### src/hw/rtl/ite_pkg.sv
`timescale 1ns / 1ps
// ---------------------------------------------------------------------------
// ite_pkg
// Shared types, constants and tables of the tilt and yaw estimator.
// ---------------------------------------------------------------------------
package ite_pkg;

   localparam int CORDIC_STEPS        = 16;
   localparam int ANGLE_FRACTION_BITS = 7;
   localparam int TABLE_LEN           = 24;
   localparam int STEP_INDEX_WIDTH    = $clog2(TABLE_LEN);
   localparam int VEC_WIDTH           = 34;
   localparam int ANG_WIDTH           = 26;
   localparam int PRESCALE_SHIFT      = 14;

   localparam logic signed [ANG_WIDTH-1:0] HALF_TURN = ANG_WIDTH'(180 * 65536);
   localparam logic signed [ANG_WIDTH-1:0] ROLL_LIMIT =
      ANG_WIDTH'(180 * (1 << ANGLE_FRACTION_BITS));
   localparam logic signed [ANG_WIDTH-1:0] PITCH_LIMIT =
      ANG_WIDTH'(90 * (1 << ANGLE_FRACTION_BITS));

   localparam logic REG_YAW_STEP_GAIN = 1'b0;
   localparam logic REG_BLEND_WEIGHT  = 1'b1;

   typedef struct packed {
      logic                        valid;
      logic                        pitch;
      logic                        zero;
      logic signed [VEC_WIDTH-1:0] x;
      logic signed [VEC_WIDTH-1:0] y;
      logic signed [ANG_WIDTH-1:0] z;
   } cell_type;

   // atan(2^-i) in degrees, Q16
   function automatic logic signed [ANG_WIDTH-1:0] atan_entry(
      input logic [STEP_INDEX_WIDTH-1:0] idx);
      logic [21:0] v;
      case (idx)
         5'd0:  v = 22'd2949120;
         5'd1:  v = 22'd1740967;
         5'd2:  v = 22'd919879;
         5'd3:  v = 22'd466945;
         5'd4:  v = 22'd234379;
         5'd5:  v = 22'd117304;
         5'd6:  v = 22'd58666;
         5'd7:  v = 22'd29335;
         5'd8:  v = 22'd14668;
         5'd9:  v = 22'd7334;
         5'd10: v = 22'd3667;
         5'd11: v = 22'd1833;
         5'd12: v = 22'd917;
         5'd13: v = 22'd458;
         5'd14: v = 22'd229;
         5'd15: v = 22'd115;
         5'd16: v = 22'd57;
         5'd17: v = 22'd29;
         5'd18: v = 22'd14;
         5'd19: v = 22'd7;
         5'd20: v = 22'd4;
         5'd21: v = 22'd2;
         5'd22: v = 22'd1;
         default: v = 22'd0;
      endcase
      return $signed({4'b0000, v});
   endfunction

   // Half-plane fold and prescale of an atan2(y, x) operand pair
   function automatic cell_type cordic_load(
      input logic signed [16:0] y,
      input logic signed [16:0] x,
      input logic               pitch);
      cell_type c;
      logic signed [VEC_WIDTH-1:0] xe;
      logic signed [VEC_WIDTH-1:0] ye;
      xe = VEC_WIDTH'(x);
      ye = VEC_WIDTH'(y);
      c.valid = 1'b1;
      c.pitch = pitch;
      c.zero  = (x == 17'sd0) && (y == 17'sd0);
      c.z     = '0;
      if (x < 17'sd0) begin
         c.z = (y >= 17'sd0) ? HALF_TURN : -HALF_TURN;
         xe  = -xe;
         ye  = -ye;
      end
      c.x = xe <<< PRESCALE_SHIFT;
      c.y = ye <<< PRESCALE_SHIFT;
      return c;
   endfunction

endpackage

### src/hw/rtl/ite_isqrt.sv
`timescale 1ns / 1ps
// ---------------------------------------------------------------------------
// ite_isqrt
// Integer square root of a 32-bit value, two radicand bits per cycle.
// ---------------------------------------------------------------------------
module ite_isqrt (
   input  logic        clock,
   input  logic        reset,
   input  logic        start,
   input  logic [31:0] value,
   output logic        done,
   output logic [15:0] root
);
   import ite_pkg::*;

   logic        busy_ff, busy_in;
   logic        done_ff, done_in;
   logic [3:0]  step_ff, step_in;
   logic [31:0] n_ff, n_in;
   logic [31:0] root_ff, root_in;
   logic [31:0] bit_w;
   logic [32:0] trial;

   always_comb begin
      bit_w   = 32'h4000_0000 >> {step_ff, 1'b0};
      trial   = {1'b0, root_ff} + {1'b0, bit_w};
      busy_in = busy_ff;
      done_in = 1'b0;
      step_in = step_ff;
      n_in    = n_ff;
      root_in = root_ff;
      if (start) begin
         busy_in = 1'b1;
         step_in = '0;
         n_in    = value;
         root_in = '0;
      end else if (busy_ff) begin
         if ({1'b0, n_ff} >= trial) begin
            n_in    = n_ff - trial[31:0];
            root_in = (root_ff >> 1) + bit_w;
         end else begin
            root_in = root_ff >> 1;
         end
         step_in = step_ff + 4'd1;
         if (step_ff == 4'd15) begin
            busy_in = 1'b0;
            done_in = 1'b1;
         end
      end
   end

   always_ff @(posedge clock) begin
      if (reset) begin
         busy_ff <= 1'b0;
         done_ff <= 1'b0;
         step_ff <= '0;
      end else begin
         busy_ff <= busy_in;
         done_ff <= done_in;
         step_ff <= step_in;
      end
      n_ff    <= n_in;
      root_ff <= root_in;
   end

   assign done = done_ff;
   assign root = root_ff[15:0];

endmodule

### config.mk
export PLATFORM = sky130hd
export DESIGN_NAME = ite_isqrt
export DESIGN_NICKNAME = d
export VERILOG_FILES = /design/src/hw/rtl/ite_pkg.sv /design/src/hw/rtl/ite_isqrt.sv
export SDC_FILE = /design/constraint.sdc
export NUM_CORES = 1
export LEC_CHECK = 0
export BUFFER_PORTS_ARGS = -buffer_cell sky130_fd_sc_hd__buf_2
export CAP_MARGIN = 10
export CORE_UTILIZATION = 55
export DETAILED_ROUTE_END_ITERATION = 12
export MAX_ROUTING_LAYER = met4
export PLACE_DENSITY = 0.74
export SYNTH_ARGS = -nofsm -noshare
export SYNTH_HDL_FRONTEND = slang
export SYNTH_SLANG_ARGS = --single-unit
### constraint.sdc
create_clock -name clock -period 18.1 [get_ports clock]
set_clock_uncertainty 0.1 [all_clocks]
set_input_delay 3.62 -clock clock [delete_from_list [all_inputs] [get_ports clock]]
set_output_delay 3.62 -clock clock [all_outputs]
set_load 0.01 [all_outputs]
==> results by group <==
Route
  • Vias per std cell: approximately 6
  • Antenna Nets Post-Route: 0
  • Post-Route WL: ~16000 um
  • Residual DRC: 0
  • Iter 0 DRT Violations: 417
  • Drt wl/cell: 16.7 um
  • Via Count: 5988
  • Pre-antenna DRT Iters: 5

Pwr
  • Combinational power share: 0.562
  • Int Power: 563 uW
  • Worst-case vdd ir drop: 0.0836 mV
  • PwrDens: between 100 and 150 nW/um^2
  • Sw power: 433 uW
  • Leakage power total: 2.95 nW
  • Clock share of power: 0.176
  • Sw Share: 0.435
  • Flop pwr share: 0.262

Logic synthesis
  • Synthesized area: 6750 um^2
  • Seq cells post-synth: 70
  • Yosys warning count: 0
  • Post-Syn Instances: between 800 and 900
  • Syn Nets: about 920
  • Synth Flop Type: dfxtp_1
  • Register area share after synthesis: 0.255
  • Post-synth cell types: 67
  • Post-synth ARST share: 0
  • Synth Area per Inst: 8.27 um^2
  • Number of synthesized flops with an enable pin: 32

Worst hold path
  • Hold WC Path Type: flip-flop to flip-flop

CTS
  • Clk_lat worst skew: 0.35 ns
  • Worst-path clk slew: 0.06 ns
  • H-Tree Level Count: 3
  • TritonCTS Buffers: 9
  • CTS tree: built
  • Hold_buf cts: 0
  • CTS root buffer: clkbuf_16
  • CTS Sinks: 70
  • Post-CTS Setup Inserts: 0
  • Deepest clock path buffer count: 2
  • Post-CTS sizing: 0

Global routing
  • Largest net degree at the start of global routing: 73
  • Global route overflow: 0
  • Met2 Resource Use GR: 0.465
  • Total track usage: 0.276
  • Initial antenna violation count: 0
  • Grt met3 use: 0.0305
  • First-pass GRT wire length: 27200 um
  • Met1 Track Usage GR: 0.334
  • Vias in the first global route: 5760
  • GR peak layer: met2

Placement
  • Port bufs: 51
  • Placed Instances: 967
  • GPL Wtd Cong: about 1.0
  • DP HPWL: 12300 um

Run status
  • Status: finished clean

Critical path
  • Startpoint class of the critical path: flip-flop
  • Critical Path RT: between 15 and 20 ns
  • Crit-path max FO: 32
  • Crit end category: flip-flop
  • Kind of critical path: flip-flop to flip-flop
  • Critical path arrival: slightly below 7 ns

Floorplan
  • Initial Util: 0.564
  • Std cell rows: 40
  • Die W: 113 um
  • Core ar.: 12000 um^2
  • Io pins: between 50 and 60
  • Full die area: 12700 um^2
  • Chip height: 113 um

Finish
  • Final net count: between 900 and 1000
  • Antenna diodes: 0
  • Most common cell after layout, fill and taps aside: o21ai_0
  • Non-filler cells, final: 983
  • Layout area overhead: 7.21%
  • Layout cells sized above 1: 0.124
  • Commonest non-fill, non-tap cells in the layout: o21ai_0, nand2_1, ha_1
  • Layout filler cell count: 1056

STA
  • Rel. slew slack: 0.380
  • Setup violations, final: 0
  • Setup TNS: 0 ns
  • Post-layout min period: 7.00 ns
  • Worst Max-Slew Pin Slew: about 0.93 ns
  • Final hold violations: 0
  • Unrepaired setup endpoints after global routing: no
  • Final slew viol count: 0
  • Final Cycle Share: 0.387
  • Max Fclk: 143 MHz

Job
  • Max Cap Violations: 0
## cells in the mapped netlist (15+ instances only)
library cell | n | area (um^2)
ha_1 | 70 | 876
edfxtp_1 | 32 | 961
o21bai_1 | 15 | 113
a31oi_1 | 21 | 131
xor2_1 | 37 | 324
nand2_1 | 73 | 274
o21ai_0 | 75 | 375
clkbuf_1 | 28 | 105
buf_4 | 16 | 120
dfxtp_1 | 38 | 761
inv_1 | 35 | 131
a211oi_1 | 15 | 113
a21oi_1 | 51 | 255
a21o_1 | 16 | 120
nor2_1 | 53 | 199
nand3_1 | 30 | 150
xnor2_1 | 43 | 377
## worst max-delay path, stage by stage (launching register included)
cell and delay, ns:
dfxtp_1 0.54, inv_1 0.13, ha_1 0.23, and2_1 0.18, ha_1 0.31, a21oi_1 0.08
a21oi_1 0.27, nand3_1 0.23, o31ai_2 0.44, a21oi_1 0.18, o21ai_1 0.29, a31oi_1 0.15
xor2_1 0.19, ha_1 0.37, a21oi_1 0.14, o21ai_0 0.18, a21oi_1 0.11, a21bo_1 0.22
o2111ai_2 0.17, a22oi_4 0.54, and2_1 0.84, nand2_1 0.17, nand2b_1 0.11, buf_4 0.41
## per-layer routing
metal	share of wire	up-vias	routed length (um)
met5	0	-	0
met4	0.027	0	446
met3	0.040	31	650
met2	0.48	148	7930
met1	0.45	2802	7410
li1	-	3007	-
## final timing paths
check	slack [ns]	end	depth (start not counted)	startpoint
max	11.10	n_ff[7]	23	step_ff[2]
min	0.42	root_ff[0]	2	root_ff[0]
max reg2reg	11.10	n_ff[7]	23	step_ff[2]
min reg2reg	0.42	root_ff[0]	2	root_ff[0]
## state kept, by name, summed over array words and instances (netlist names)
| signal | cells |
|---|---|
| busy_ff | 1 |
| step_ff | 4 |
| done | 1 |
| n_ff | 32 |
| root_ff | 32 |
## per-stage QoR
stage	hold WS [ns]	worst slack [ns]	util	instance area (um^2)	power (mW)
floorplan	0.378	12.17	-	6750	0.703
global placement	0.411	11.56	0.581	6940	0.793
detailed placement	0.416	11.31	0.581	6940	0.808
CTS	0.424	11.22	0.605	7240	0.992
global route	0.447	10.59	0.605	7240	1.07
finish	0.423	11.10	0.605	7240	0.996
## power by group through the flow
stage | Clock, mW | Sequential [mW] | Combinational (mW)
finish | 0.176 | 0.261 | 0.560
CTS | 0.178 | 0.260 | 0.553
detailed placement | 0 | 0.263 | 0.545
global route | 0.185 | 0.265 | 0.619
global placement | 0 | 0.262 | 0.531
floorplan | 0 | 0.247 | 0.456
## cell type report
cell class	instances	area [um^2]	share of cell area
Clock buffer	13	275	0.0380
Clock inverter	3	16.3	0.00225
Inverter	35	131	0.0182
Multi-Input combinational cell	661	4630	0.640
Sequential cell	70	1720	0.238
Tap cell	147	184	0.0254
Timing Repair Buffer	54	278	0.0384
## cells by family (layout without fill, tap and decap cells)
logic type                 count (synthesis)  after routing  share of synthesized area
muxes                                     17             17                     0.0263
AOI/OAI and AO/OA                        264            264                      0.260
adders and majority gates                 72             72                      0.134
DFF                                       70             70                      0.255
xor gates and xnor gates                  80             80                      0.104
and+or+nand+nor                          228            228                      0.161
buffers and inverters                     85            105                     0.0591
Power figures use the tool's default switching activity.
