**src/hw/rtl/ite_pkg.sv**
```systemverilog
`timescale 1ns / 1ps
// ---------------------------------------------------------------------------
// ite_pkg
// Shared types, constants and tables of the tilt and yaw estimator.
// ---------------------------------------------------------------------------
package ite_pkg;

   localparam int CORDIC_STEPS        = 16;
   localparam int ANGLE_FRACTION_BITS = 7;
   localparam int TABLE_LEN           = 24;
   localparam int STEP_INDEX_WIDTH    = $clog2(TABLE_LEN);
   localparam int VEC_WIDTH           = 34;
   localparam int ANG_WIDTH           = 26;
   localparam int PRESCALE_SHIFT      = 14;

   localparam logic signed [ANG_WIDTH-1:0] HALF_TURN = ANG_WIDTH'(180 * 65536);
   localparam logic signed [ANG_WIDTH-1:0] ROLL_LIMIT =
      ANG_WIDTH'(180 * (1 << ANGLE_FRACTION_BITS));
   localparam logic signed [ANG_WIDTH-1:0] PITCH_LIMIT =
      ANG_WIDTH'(90 * (1 << ANGLE_FRACTION_BITS));

   localparam logic REG_YAW_STEP_GAIN = 1'b0;
   localparam logic REG_BLEND_WEIGHT  = 1'b1;

   typedef struct packed {
      logic                        valid;
      logic                        pitch;
      logic                        zero;
      logic signed [VEC_WIDTH-1:0] x;
      logic signed [VEC_WIDTH-1:0] y;
      logic signed [ANG_WIDTH-1:0] z;
   } cell_type;

   // atan(2^-i) in degrees, Q16
   function automatic logic signed [ANG_WIDTH-1:0] atan_entry(
      input logic [STEP_INDEX_WIDTH-1:0] idx);
      logic [21:0] v;
      case (idx)
         5'd0:  v = 22'd2949120;
         5'd1:  v = 22'd1740967;
         5'd2:  v = 22'd919879;
         5'd3:  v = 22'd466945;
         5'd4:  v = 22'd234379;
         5'd5:  v = 22'd117304;
         5'd6:  v = 22'd58666;
         5'd7:  v = 22'd29335;
         5'd8:  v = 22'd14668;
         5'd9:  v = 22'd7334;
         5'd10: v = 22'd3667;
         5'd11: v = 22'd1833;
         5'd12: v = 22'd917;
         5'd13: v = 22'd458;
         5'd14: v = 22'd229;
         5'd15: v = 22'd115;
         5'd16: v = 22'd57;
         5'd17: v = 22'd29;
         5'd18: v = 22'd14;
         5'd19: v = 22'd7;
         5'd20: v = 22'd4;
         5'd21: v = 22'd2;
         5'd22: v = 22'd1;
         default: v = 22'd0;
      endcase
      return $signed({4'b0000, v});
   endfunction

   // Half-plane fold and prescale of an atan2(y, x) operand pair
   function automatic cell_type cordic_load(
      input logic signed [16:0] y,
      input logic signed [16:0] x,
      input logic               pitch);
      cell_type c;
      logic signed [VEC_WIDTH-1:0] xe;
      logic signed [VEC_WIDTH-1:0] ye;
      xe = VEC_WIDTH'(x);
      ye = VEC_WIDTH'(y);
      c.valid = 1'b1;
      c.pitch = pitch;
      c.zero  = (x == 17'sd0) && (y == 17'sd0);
      c.z     = '0;
      if (x < 17'sd0) begin
         c.z = (y >= 17'sd0) ? HALF_TURN : -HALF_TURN;
         xe  = -xe;
         ye  = -ye;
      end
      c.x = xe <<< PRESCALE_SHIFT;
      c.y = ye <<< PRESCALE_SHIFT;
      return c;
   endfunction

endpackage

```
**src/hw/rtl/ite_cordic_cell.sv**
```systemverilog
`timescale 1ns / 1ps
// ---------------------------------------------------------------------------
// ite_cordic_cell
// One vectoring CORDIC rotation with a fixed shift, registered.
// ---------------------------------------------------------------------------
module ite_cordic_cell (
   input  logic                                 clock,
   input  logic                                 reset,
   input  logic [ite_pkg::STEP_INDEX_WIDTH-1:0] step_index,
   input  ite_pkg::cell_type                    link_in,
   output ite_pkg::cell_type                    link_out
);
   import ite_pkg::*;

   cell_type link_in_c;
   cell_type link_ff;
   logic signed [VEC_WIDTH-1:0] dx;
   logic signed [VEC_WIDTH-1:0] dy;

   always_comb begin
      dx        = link_in.y >>> step_index;
      dy        = link_in.x >>> step_index;
      link_in_c = link_in;
      if (link_in.y >= 0) begin
         link_in_c.x = link_in.x + dx;
         link_in_c.y = link_in.y - dy;
         link_in_c.z = link_in.z + atan_entry(step_index);
      end else begin
         link_in_c.x = link_in.x - dx;
         link_in_c.y = link_in.y + dy;
         link_in_c.z = link_in.z - atan_entry(step_index);
      end
   end

   always_ff @(posedge clock) begin
      if (reset) begin
         link_ff.valid <= 1'b0;
      end else begin
         link_ff <= link_in_c;
      end
   end

   assign link_out = link_ff;

endmodule

```
**config.mk**
```make
export PLATFORM = sky130hd
export DESIGN_NAME = ite_cordic_cell
export DESIGN_NICKNAME = d
export VERILOG_FILES = /design/src/hw/rtl/ite_pkg.sv /design/src/hw/rtl/ite_cordic_cell.sv
export SDC_FILE = /design/constraint.sdc
export NUM_CORES = 1
export LEC_CHECK = 0
export BUFFER_PORTS_ARGS = -buffer_cell sky130_fd_sc_hd__buf_4
export CAP_MARGIN = 15
export CELL_PAD_IN_SITES_DETAIL_PLACEMENT = 1
export CELL_PAD_IN_SITES_GLOBAL_PLACEMENT = 1
export CORE_AREA = 2 2 175 177
export CTS_CLUSTER_SIZE = 28
export DETAILED_ROUTE_END_ITERATION = 6
export DIE_AREA = 0 0 177 179
export GPL_ROUTABILITY_DRIVEN = 1
export GPL_TIMING_DRIVEN = 0
export PLACE_DENSITY_LB_ADDON = 0.1
export SYNTH_ARGS = -nofsm -noshare
export SYNTH_HDL_FRONTEND = slang
export SYNTH_SLANG_ARGS = --single-unit
```
**constraint.sdc**
```tcl
create_clock -name clock -period 18.2 [get_ports clock]
set_clock_uncertainty 0.05 [all_clocks]
set_input_delay 0.91 -clock clock [delete_from_list [all_inputs] [get_ports clock]]
set_output_delay 0.91 -clock clock [all_outputs]
set_load 0.1 [all_outputs]
```
==> results of run 1 <==
[routing by layer]
layer	wire length [µm]	vias to the layer above
met5	0	-
met4	5450	0
met3	8050	356
met2	31500	1140
met1	26200	7835
li1	-	6606
[where the power goes]
| group | internal [mW] | total [mW] | switching (mW) |
|---|---|---|---|
| Clock | 0.0972 | 0.202 | 0.105 |
| Combinational | 0.336 | 1.21 | 0.871 |
| Sequential | 0.332 | 0.351 | 0.0188 |
| Total | 0.765 | 1.76 | 0.994 |
[cells by family (layout without fill, tap and decap cells)]
kind of cell               after synthesis  in the layout  share of synthesized area, %
AOI/OAI and AO/OA                      479            479                          22.1
xor gates and xnor gates               161            161                          9.77
other                                    0              1                             0
adders and majority gates              102            102                          9.00
DFF                                     97             97                          20.1
buffers and inverters                  115            333                          3.75
muxes                                  178            178                          19.4
and+or+nand+nor                        473            473                          15.9
[Yosys cell counts, types with 5 or more instances]
master | number | share of area [%]
mux4_2 | 72 | 11
and2_1 | 16 | 0.69
or2_2 | 6 | 0.26
mux2i_1 | 65 | 4.5
a32oi_1 | 8 | 0.49
nand3_1 | 35 | 1.2
a22oi_1 | 12 | 0.62
a21boi_0 | 7 | 0.36
o221a_2 | 5 | 0.39
buf_1 | 17 | 0.44
o21a_1 | 25 | 1.3
o221ai_1 | 9 | 0.55
or3_1 | 15 | 0.65
nor2_1 | 131 | 3.4
nor4_1 | 5 | 0.22
ha_1 | 99 | 8.6
o31ai_1 | 16 | 0.83
buf_2 | 19 | 0.66
a31oi_1 | 16 | 0.69
o21bai_1 | 15 | 0.78
a21oi_1 | 116 | 4.0
o21ai_0 | 94 | 3.3
xnor2_1 | 104 | 6.3
nand2_1 | 137 | 3.6
a221oi_1 | 12 | 0.73
a211oi_1 | 21 | 1.1
nand4_1 | 17 | 0.74
a21o_1 | 35 | 1.8
xor2_1 | 57 | 3.5
nor2b_1 | 22 | 0.95
inv_1 | 29 | 0.75
nor3b_1 | 5 | 0.26
and3_1 | 9 | 0.39
mux2_2 | 37 | 2.9
edfxtp_1 | 96 | 20
nand2b_1 | 23 | 1.0
clkbuf_1 | 35 | 0.91
buf_4 | 5 | 0.26
nor3_1 | 27 | 0.94
a211o_1 | 6 | 0.36
o22ai_1 | 21 | 0.91
o211ai_1 | 13 | 0.68
buf_6 | 6 | 0.47
[cell usage in the layout, fill, tap and decap left out, types with 35 or more instances in the layout]
master / Yosys / routed
mux2i_1: 65 / 65
o21ai_0: 94 / 94
mux2_2: 37 / 37
buf_4: 5 / 205
ha_1: 99 / 99
nand2_1: 137 / 137
xor2_1: 57 / 57
nor2_1: 131 / 130
xnor2_1: 104 / 104
mux4_2: 72 / 72
a21o_1: 35 / 35
nand3_1: 35 / 35
a21oi_1: 116 / 116
clkbuf_1: 35 / 35
edfxtp_1: 96 / 96
[cell type report]
type | instances | area, µm² | area share (%)
well taps | 396 | 495 | 2.96
repair buffers | 202 | 1540 | 9.19
multi-input cells | 1393 | 11000 | 65.6
plain buffers | 84 | 425 | 2.54
flip-flops and latches | 97 | 2900 | 17.3
clock buffers | 10 | 239 | 1.43
clock inverters | 6 | 40.0 | 0.239
inverters | 31 | 119 | 0.709
diodes | 1 | 2.50 | 0.0149
[metrics by stage]
| stage | util, % | instance area, µm² | instances |
|---|---|---|---|
| 2_1_floorplan | - | 14400 | 1605 |
| 3_3_place_gp | 54.7 | 16400 | 2200 |
| 3_5_place_dp | 54.9 | 16500 | 2203 |
| 4_1_cts | 55.8 | 16800 | 2219 |
| 5_1_grt | 55.8 | 16800 | 2220 |
| 6_report | 55.8 | 16800 | 2220 |
[final timing paths]
check	to
setup / recovery	link_out[59]$_DFFE_PN_
hold / removal	link_out[95]$_DFFE_PN_
[critical path: cells and delay by family]
kind,cells,cell delay (ps)
buffers and inverters,5,2880
AOI/OAI and AO/OA,8,2860
and+or+nand+nor,6,1540
adders and majority gates,2,650
muxes,1,470
xor gates and xnor gates,2,290
==> flow_summary.json, run 1 <==
{
  "cts_buffer_depth": 2,
  "crit_type": "in -> reg",
  "hold_start": "link_in[95]",
  "numCtsBuffers": 9,
  "initial_core_util_pct": 48.1,
  "status": "completed",
  "netlist_instances": 1605,
  "grt_pass1_vias": 16200,
  "dp_hpwl_mm": 55.9,
  "power.total_mw": 1.76,
  "grt_pass1_wl_mm": 103,
  "synth_edf_count": 96,
  "yosysUniqueCellTypes": 95,
  "worstSetupEndpointType": "flip-flop",
  "overflow": 0,
  "cts_tree": "done",
  "seq_area_frac_synth_pct": 20.1,
  "dieWidth_um": 177,
  "rsz0062_at_grt": "false",
  "yosys_register_bits": 97,
  "setup_tns_ps": 0,
  "place_congestion": 1.09,
  "cts.sinks": 97,
  "num_rows": 64,
  "io_pins": 201,
  "ant_nets": 0,
  "dp_slack_ps": 8680,
  "die_h_um": 179,
  "cts_resized": 0,
  "async_reset_ff_share_pct": 0,
  "ir_drop_uv": 121,
  "synthesis.nets": 1811,
  "largest_reg_flops": 97,
  "crit_arrival_ps": 9630,
  "antenna_found_initial": 2,
  "hold-worst-slack_ps": 654,
  "use_met3_pct": 11.2,
  "layout_setup_ws_ps": 8660,
  "finalCritPeriodShare_pct": 52.4,
  "avgRoutedWirePerCell_um": 32.1,
  "postCtsHoldBufs": 0,
  "critPathMaxFanout": 12,
  "final_nets": 2024,
  "vias": 15900,
  "setup.worst_path.start": "step_index[1]",
  "ys.flop_type": "edfxtp_1",
  "cts_setup_buffers": 0,
  "drive_gt1_share_pct": 21.4,
  "io_buffers": 199,
  "fillers": 3491,
  "hold_violations": 0,
  "timing_worst_slew_pin_value_ps": 1290,
  "cts.clk_slew.worst_paths_ps": 80,
  "htreeDepth": 3,
  "holdPathStages": 1,
  "core_um2": 30000,
  "worst_path_largest_cell_delay_ps": 1010,
  "required_ps": 18290,
  "drt_pass1_iterations": 6,
  "hold_path_class": "in -> reg",
  "fin_crit_ps": 9540,
  "cp_slowest_cell": "o311ai_0",
  "setup_viol": 0,
  "clockRootBuffer": "clkbuf_16",
  "fmax_mhz": 105,
  "syn_area_um2": 14400,
  "avgSynthCellArea_um2": 8.99,
  "area_growth_pct": 16.1,
  "power_density_nw_per_um2": 105,
  "dieArea_um2": 31700,
  "startpoint_type": "primary input",
  "met2_usage_pct": 70.3,
  "synth_warnings": 0,
  "slew_headroom_pct": 13.9,
  "finalMaxSlewViolations": 0,
  "drt_iter0_markers": 1749,
  "maxCapViolations": 0,
  "wl_mm": 71.2,
  "top_usage_layer": "met2",
  "globalRouteMet1Util_pct": 53.4,
  "via_per_inst": 7.18,
  "crit_chain": "buf_4 > inv_1 > buf_1 > buf_1 > clkbuf_1 > mux2i_1 > o22ai_1 > nor3_1 > ha_1 > nand4_1 > or4b_4 > nand2_1 > xor2_1 > ha_1 > o21ai_0 > nor2_1 > o311ai_0 > nor2_1 > a221o_1 > o41ai_1 > a31oi_1 > a21o_1 > a21oi_1 > xnor2_1",
  "grtUsageTotal_pct": 44.3,
  "leakage_nw": 6.74,
  "drc": 0,
  "grt_max_degree": 59
}
Power figures use the tool's default switching activity.
==> inputs of run 2 (changes only) <==
- ABC_AREA: unset -> 1
- CORE_AREA: 2 2 175 177 -> 2 2 189 191
- DIE_AREA: 0 0 177 179 -> 0 0 191 193
- clock period: 18.2 -> 9 ns (I/O delays scaled with it)
==> run 2 against run 1 <==
Compared with the run above: final area up 0.50%; area after synthesis hardly changed; critical path depth grew 5; total power is 110% higher; clock-buffer cell count fell by 1; sequential power is 100% higher.
==> flow_summary.json, run 2 <==
{
  "cts.clk_slew.worst_paths_ps": 100,
  "dp_hpwl_mm": 64.3,
  "drive_gt1_share_pct": 13.5,
  "leakage_nw": 8.44,
  "io_buffers": 199,
  "fin_crit_ps": 6160,
  "synth-simple-area-share_pct": 42.6,
  "met2_usage_pct": 67.2,
  "whs_endpoint": "link_out[95]$_DFFE_PN_",
  "via_per_inst": 6.14,
  "worst_path_largest_cell_delay_ps": 920,
  "hold_violations": 0,
  "grt_max_degree": 50,
  "die_h_um": 193,
  "initial_core_util_pct": 41.3,
  "clockRootBuffer": "clkbuf_16",
  "hold_start": "link_in[95]",
  "status": "completed",
  "fmax_mhz": 162,
  "power_density_nw_per_um2": 215,
  "grt_pass1_vias": 18400,
  "drt_iter0_markers": 2032,
  "grtUsageTotal_pct": 42.8,
  "drc": 0,
  "cts_resized": 0,
  "use_met3_pct": 9.32,
  "synthTopCellsByArea": "nand2_1, edfxtp_1, nand3_1, ha_1, xor2_1",
  "core_um2": 35000,
  "drt_pass1_iterations": 5,
  "final_common_cell": "nand2_1",
  "yosys_register_bits": 97,
  "antenna_found_initial": 2,
  "synth_compound_area_share_pct": 11.4,
  "wl_mm": 79.9,
  "hold_path_class": "in -> reg",
  "setup_viol": 0,
  "yosysTopAreaCell": "nand2_1",
  "yosysMostFrequentCell": "nand2_1",
  "htreeDepth": 3,
  "postCtsHoldBufs": 0,
  "overflow": 0,
  "insertedDiodeCount": 0,
  "ir_drop_uv": 210,
  "synth_edf_count": 96,
  "synthesis.nets": 2532,
  "netlist_instances": 2326,
  "synth_top_family_by_area": "simple AND/OR/NAND/NOR gates",
  "yosys-top-cells-count": "nand2_1, nand3_1, inv_1",
  "avgSynthCellArea_um2": 6.20,
  "vias": 18400,
  "seq_area_frac_synth_pct": 20.1,
  "netlist.area_leader.share_pct": 20.2,
  "holdPathStages": 1,
  "ant_nets": 0,
  "syn_area_um2": 14400,
  "cp_slowest_cell": "nor2_1",
  "largest_reg_flops": 97,
  "synth_warnings": 0,
  "cts_tree": "done",
  "area_growth_pct": 16.7,
  "globalRouteMet1Util_pct": 55.9,
  "synthXorXnorAreaFrac_pct": 8.80,
  "place_congestion": 1.07,
  "critPathMaxFanout": 10,
  "synthMuxAreaShare_pct": 0,
  "power.total_mw": 3.63,
  "setup_tns_ps": 0,
  "grt_pass1_wl_mm": 115,
  "async_reset_ff_share_pct": 0,
  "final_nets": 2743,
  "cts.sinks": 97,
  "crit_arrival_ps": 6250,
  "finalMaxSlewViolations": 0,
  "worstSetupEndpointType": "flip-flop",
  "crit_type": "in -> reg",
  "hold-worst-slack_ps": 163,
  "startpoint_type": "primary input",
  "slew_headroom_pct": 15.8,
  "yosysUniqueCellTypes": 56,
  "avgRoutedWirePerCell_um": 26.6,
  "io_pins": 201,
  "required_ps": 9090,
  "numCtsBuffers": 9,
  "rsz0062_at_grt": "false",
  "cts_buffer_depth": 2,
  "most-common-layout-cells": "nand2_1, nand3_1, buf_4",
  "timing_worst_slew_pin_value_ps": 1260,
  "cts_setup_buffers": 0,
  "ys.flop_type": "edfxtp_1",
  "dieArea_um2": 36900,
  "worst_path_most_repeated_cell": "nand2_1",
  "top_usage_layer": "met2",
  "maxCapViolations": 0,
  "finalCritPeriodShare_pct": 68.5,
  "synthAdderAreaFrac_pct": 9.00,
  "num_rows": 69,
  "dieWidth_um": 191
}
[run 2: changes by cell type after synthesis, moves of 25 or more]
cell     delta
mux2_2     -37
xor2_1     +46
nand2_1   +640
mux2i_1    -65
mux4_2     -72
nand3_1   +320
a21o_1     -25
inv_1     +152
nor2_1     +35
xnor2_1    -62
[run 2: how the worst max path moves through the flow]
stage	cells after the start	from	end
after floorplan	28	step_index[0]	link_out[22]$_DFFE_PN_
after global placement	29	step_index[1]	link_out[59]$_DFFE_PN_
after detailed placement	29	step_index[1]	link_out[59]$_DFFE_PN_
after CTS	29	step_index[1]	link_out[59]$_DFFE_PN_
after global routing	29	step_index[1]	link_out[59]$_DFFE_PN_
final	29	step_index[1]	link_out[59]$_DFFE_PN_
[run 2: worst max-delay path, delay by kind of cell]
family | cells | cell delay, ps
AOI/OAI and AO/OA | 2 | 360
xor gates and xnor gates | 1 | 250
and+or+nand+nor | 17 | 3840
buffers and inverters | 7 | 670
adders and majority gates | 2 | 640
[run 2: area by class of cell]
type,instances,area (µm²)
fill,4845,18100
tap,461,577
clock inverter,7,86.3
clock buffer,9,225
inverter,194,734
multi-input combinational,1954,10400
timing repair buffer,200,1520
buffer,81,432
sequential,97,2900
[run 2: per-stage QoR]
| step | cells | worst slack [ps] | util, % | cell area, µm² |
|---|---|---|---|---|
| finish | 3003 | 2840 | 48.2 | 16800 |
| global route | 3003 | 2680 | 48.2 | 16800 |
| CTS | 3003 | 3110 | 48.2 | 16800 |
| detailed placement | 2987 | 2710 | 47.3 | 16500 |
| global placement | 2986 | 2860 | 47.2 | 16500 |
| floorplan | 2326 | 4720 | - | 14400 |
[run 2: cells by family (layout without fill, tap and decap cells)]
kind of cell    count (synthesis)  count (layout)
flops                          97              97
xor+xnor                      145             145
buf+inv                       275             491
simple gates                 1414            1414
fa+ha+maj                     102             102
compound gates                293             293
[run 2: layer usage]
metal / part of all wire (%) / vias to the layer above
met5: 0 / -
met2: 43 / 1083
met4: 4.9 / 0
met1: 42 / 8928
met3: 11 / 223
li1: - / 8199
[run 2: report_power, final]
part,switching [mW],total (mW),leakage (nW),internal [mW]
sequential,0.0395,0.713,0.948,0.674
combinational,1.89,2.47,7.34,0.584
clock,0.242,0.442,0.151,0.200
==> inputs of run 3 (changes only) <==
- CORE_AREA: 2 2 189 191 -> 2 2 198 200
- DIE_AREA: 0 0 191 193 -> 0 0 200 202
- clock period: 9 -> 5.1 ns (I/O delays scaled with it)
==> run 3 against run 2 <==
Compared with the run above: the flow now finishes with violations (negative setup slack); final area rose by 2.4%; wire length is 3.9% higher; combinational power increased by 80%; via count shrank 0.56%; die area is 9.6% higher; setup slack got worse by 3000 ps; hold slack got worse by 100 ps; cell count is 2.1% higher; sequential power increased by 77%; critical path depth is 9 lower; critical endpoint unchanged.
==> flow_summary.json, run 3 (synthesized netlist as in run 2, its figures left out) <==
{
  "ant_nets": 0,
  "finalCritPeriodShare_pct": 103,
  "slew_headroom_pct": 13.1,
  "wl_mm": 83.0,
  "hold_start": "link_in[96]",
  "dieWidth_um": 200,
  "overflow": 0,
  "final_nets": 2749,
  "drt_pass1_iterations": 5,
  "largest_reg_flops": 97,
  "fillers": 5147,
  "whs_endpoint": "link_out[96]$_SDFF_PP0_",
  "fin_crit_ps": 5230,
  "area_growth_pct": 19.5,
  "io_buffers": 199,
  "place_congestion": 1.04,
  "die_h_um": 202,
  "initial_core_util_pct": 37.7,
  "grtUsageTotal_pct": 40.5,
  "maxCapViolations": 0,
  "drive_gt1_share_pct": 15.4,
  "worst_path_most_repeated_cell": "nand2_1",
  "htreeDepth": 3,
  "leakage_nw": 8.58,
  "crit_chain": "buf_4 > buf_2 > buf_1 > clkdlybuf4s15_2 > nand2_1 > nand3_2 > nor2_1 > nand4_1 > nor2_4 > xor2_1 > nand2_1 > nand2_1 > ha_1 > nand2_1 > nor2_1 > nand2_1 > nor4b_2 > a31oi_1 > nand3_1 > nand2_1",
  "setup_viol": 1,
  "numCtsBuffers": 9,
  "drt_iter0_markers": 1917,
  "layout_setup_ws_ps": -128,
  "crit_type": "in -> reg",
  "holdPathStages": 3,
  "cts.sinks": 97,
  "dp_slack_ps": -891,
  "drc": 0,
  "antenna_found_initial": 1,
  "avgRoutedWirePerCell_um": 27.1,
  "grt_max_degree": 58,
  "crit_arrival_ps": 5310,
  "hold_path_class": "in -> reg",
  "startpoint_type": "primary input",
  "violations": "negative setup slack",
  "finalMaxSlewViolations": 0,
  "num_rows": 72,
  "grt_pass1_wl_mm": 119,
  "core_um2": 38300,
  "cts_buffer_depth": 2,
  "dp_hpwl_mm": 66.6,
  "fmax_mhz": 191,
  "cts.clk_slew.worst_paths_ps": 90,
  "clockRootBuffer": "clkbuf_16",
  "hold_violations": 0,
  "worst_path_largest_cell_delay_ps": 710,
  "status": "finished with violations",
  "io_pins": 201,
  "insertedDiodeCount": 0,
  "grt_pass1_vias": 18400,
  "required_ps": 5180,
  "cts_tree": "done",
  "timing_worst_slew_pin_value_ps": 1300,
  "final_core_util_pct": 45.0,
  "cp_slowest_cell": "buf_1",
  "critPathMaxFanout": 10,
  "power_density_nw_per_um2": 375,
  "via_per_inst": 5.98,
  "dieArea_um2": 40400,
  "vias": 18300,
  "final_common_cell": "nand2_1",
  "ir_drop_uv": 364,
  "rsz0062_at_grt": "true",
  "most-common-layout-cells": "nand2_1, nand3_1, buf_4",
  "worstSetupEndpointType": "flip-flop"
}
[run 3: changes by cell type in the layout (fill, tap and decap cells not counted), sizes merged]
cell / change
clkbuf: +10
clkinv: -1
clkinvlp: +1
clkdlybuf4s15: +1
dlygate4sd3: +3
buf: -8
[run 3: repair_timing]
action,4_1_cts,5_1_grt
setup endpoints to repair,30,47
pin swaps,0,2
resized for setup,15,74
hold buffers,3,0
setup buffers,0,2
gates cloned,0,0
endpoints found under the hold margin,3,0
[run 3: how the worst max path moves through the flow]
stage / slack [ps] / cells past startpoint / startpoint / endpoint
6_report: -130 / 20 / step_index[4] / link_out[59]$_DFFE_PN_
4_1_cts: -70 / 29 / step_index[1] / link_out[53]$_DFFE_PN_
5_1_grt: -100 / 27 / step_index[2] / link_out[59]$_DFFE_PN_
3_3_place_gp: -730 / 27 / step_index[1] / link_out[59]$_DFFE_PN_
3_5_place_dp: -890 / 30 / step_index[1] / link_out[89]$_DFFE_PN_
2_1_floorplan: 1010 / 28 / step_index[0] / link_out[22]$_DFFE_PN_
[run 3: layout make-up]
type	count	area (µm²)	area share (%)
Tap cell	518	648	3.76
Buffer	81	482	2.79
Sequential cell	97	2900	16.8
Clock inverter	7	72.6	0.421
Multi-Input combinational cell	1954	10600	61.5
Inverter	194	734	4.26
Clock buffer	9	225	1.31
Timing Repair Buffer	206	1580	9.17
[run 3: through the flow]
step	instances	hold slack, ps	total power, mW	setup TNS, ps	cell area (µm²)
2_1_floorplan	2326	276	4.39	0	14400
3_3_place_gp	3043	370	5.43	-18480	16600
3_5_place_dp	3044	390	5.55	-25560	16600
4_1_cts	3063	46.6	6.32	-68.4	17000
5_1_grt	3066	65.1	6.73	-178	17200
6_report	3066	58.2	6.46	-128	17200
[run 3: report_power, final]
group	total, mW	internal [mW]	switching [mW]
sequential	1.26	1.19	0.0701
combinational	4.45	1.06	3.39
clock	0.755	0.346	0.409
[run 3: routing by layer]
layer / GRT usage (%) / share of wire (%)
met1: 55.3 / 44
met2: 61.3 / 43
met3: 9.89 / 9.7
met4: 15.3 / 3.9
met5: 0 / 0
[run 3: critical path, delay by kind of cell]
kind	cells	cell delay, ps
AO/OA/AOI/OAI	1	240
XOR/XNOR	1	150
adder cells (fa/ha/maj)	1	410
buffers and inverters	4	1750
AND/OR/NAND/NOR	13	2470
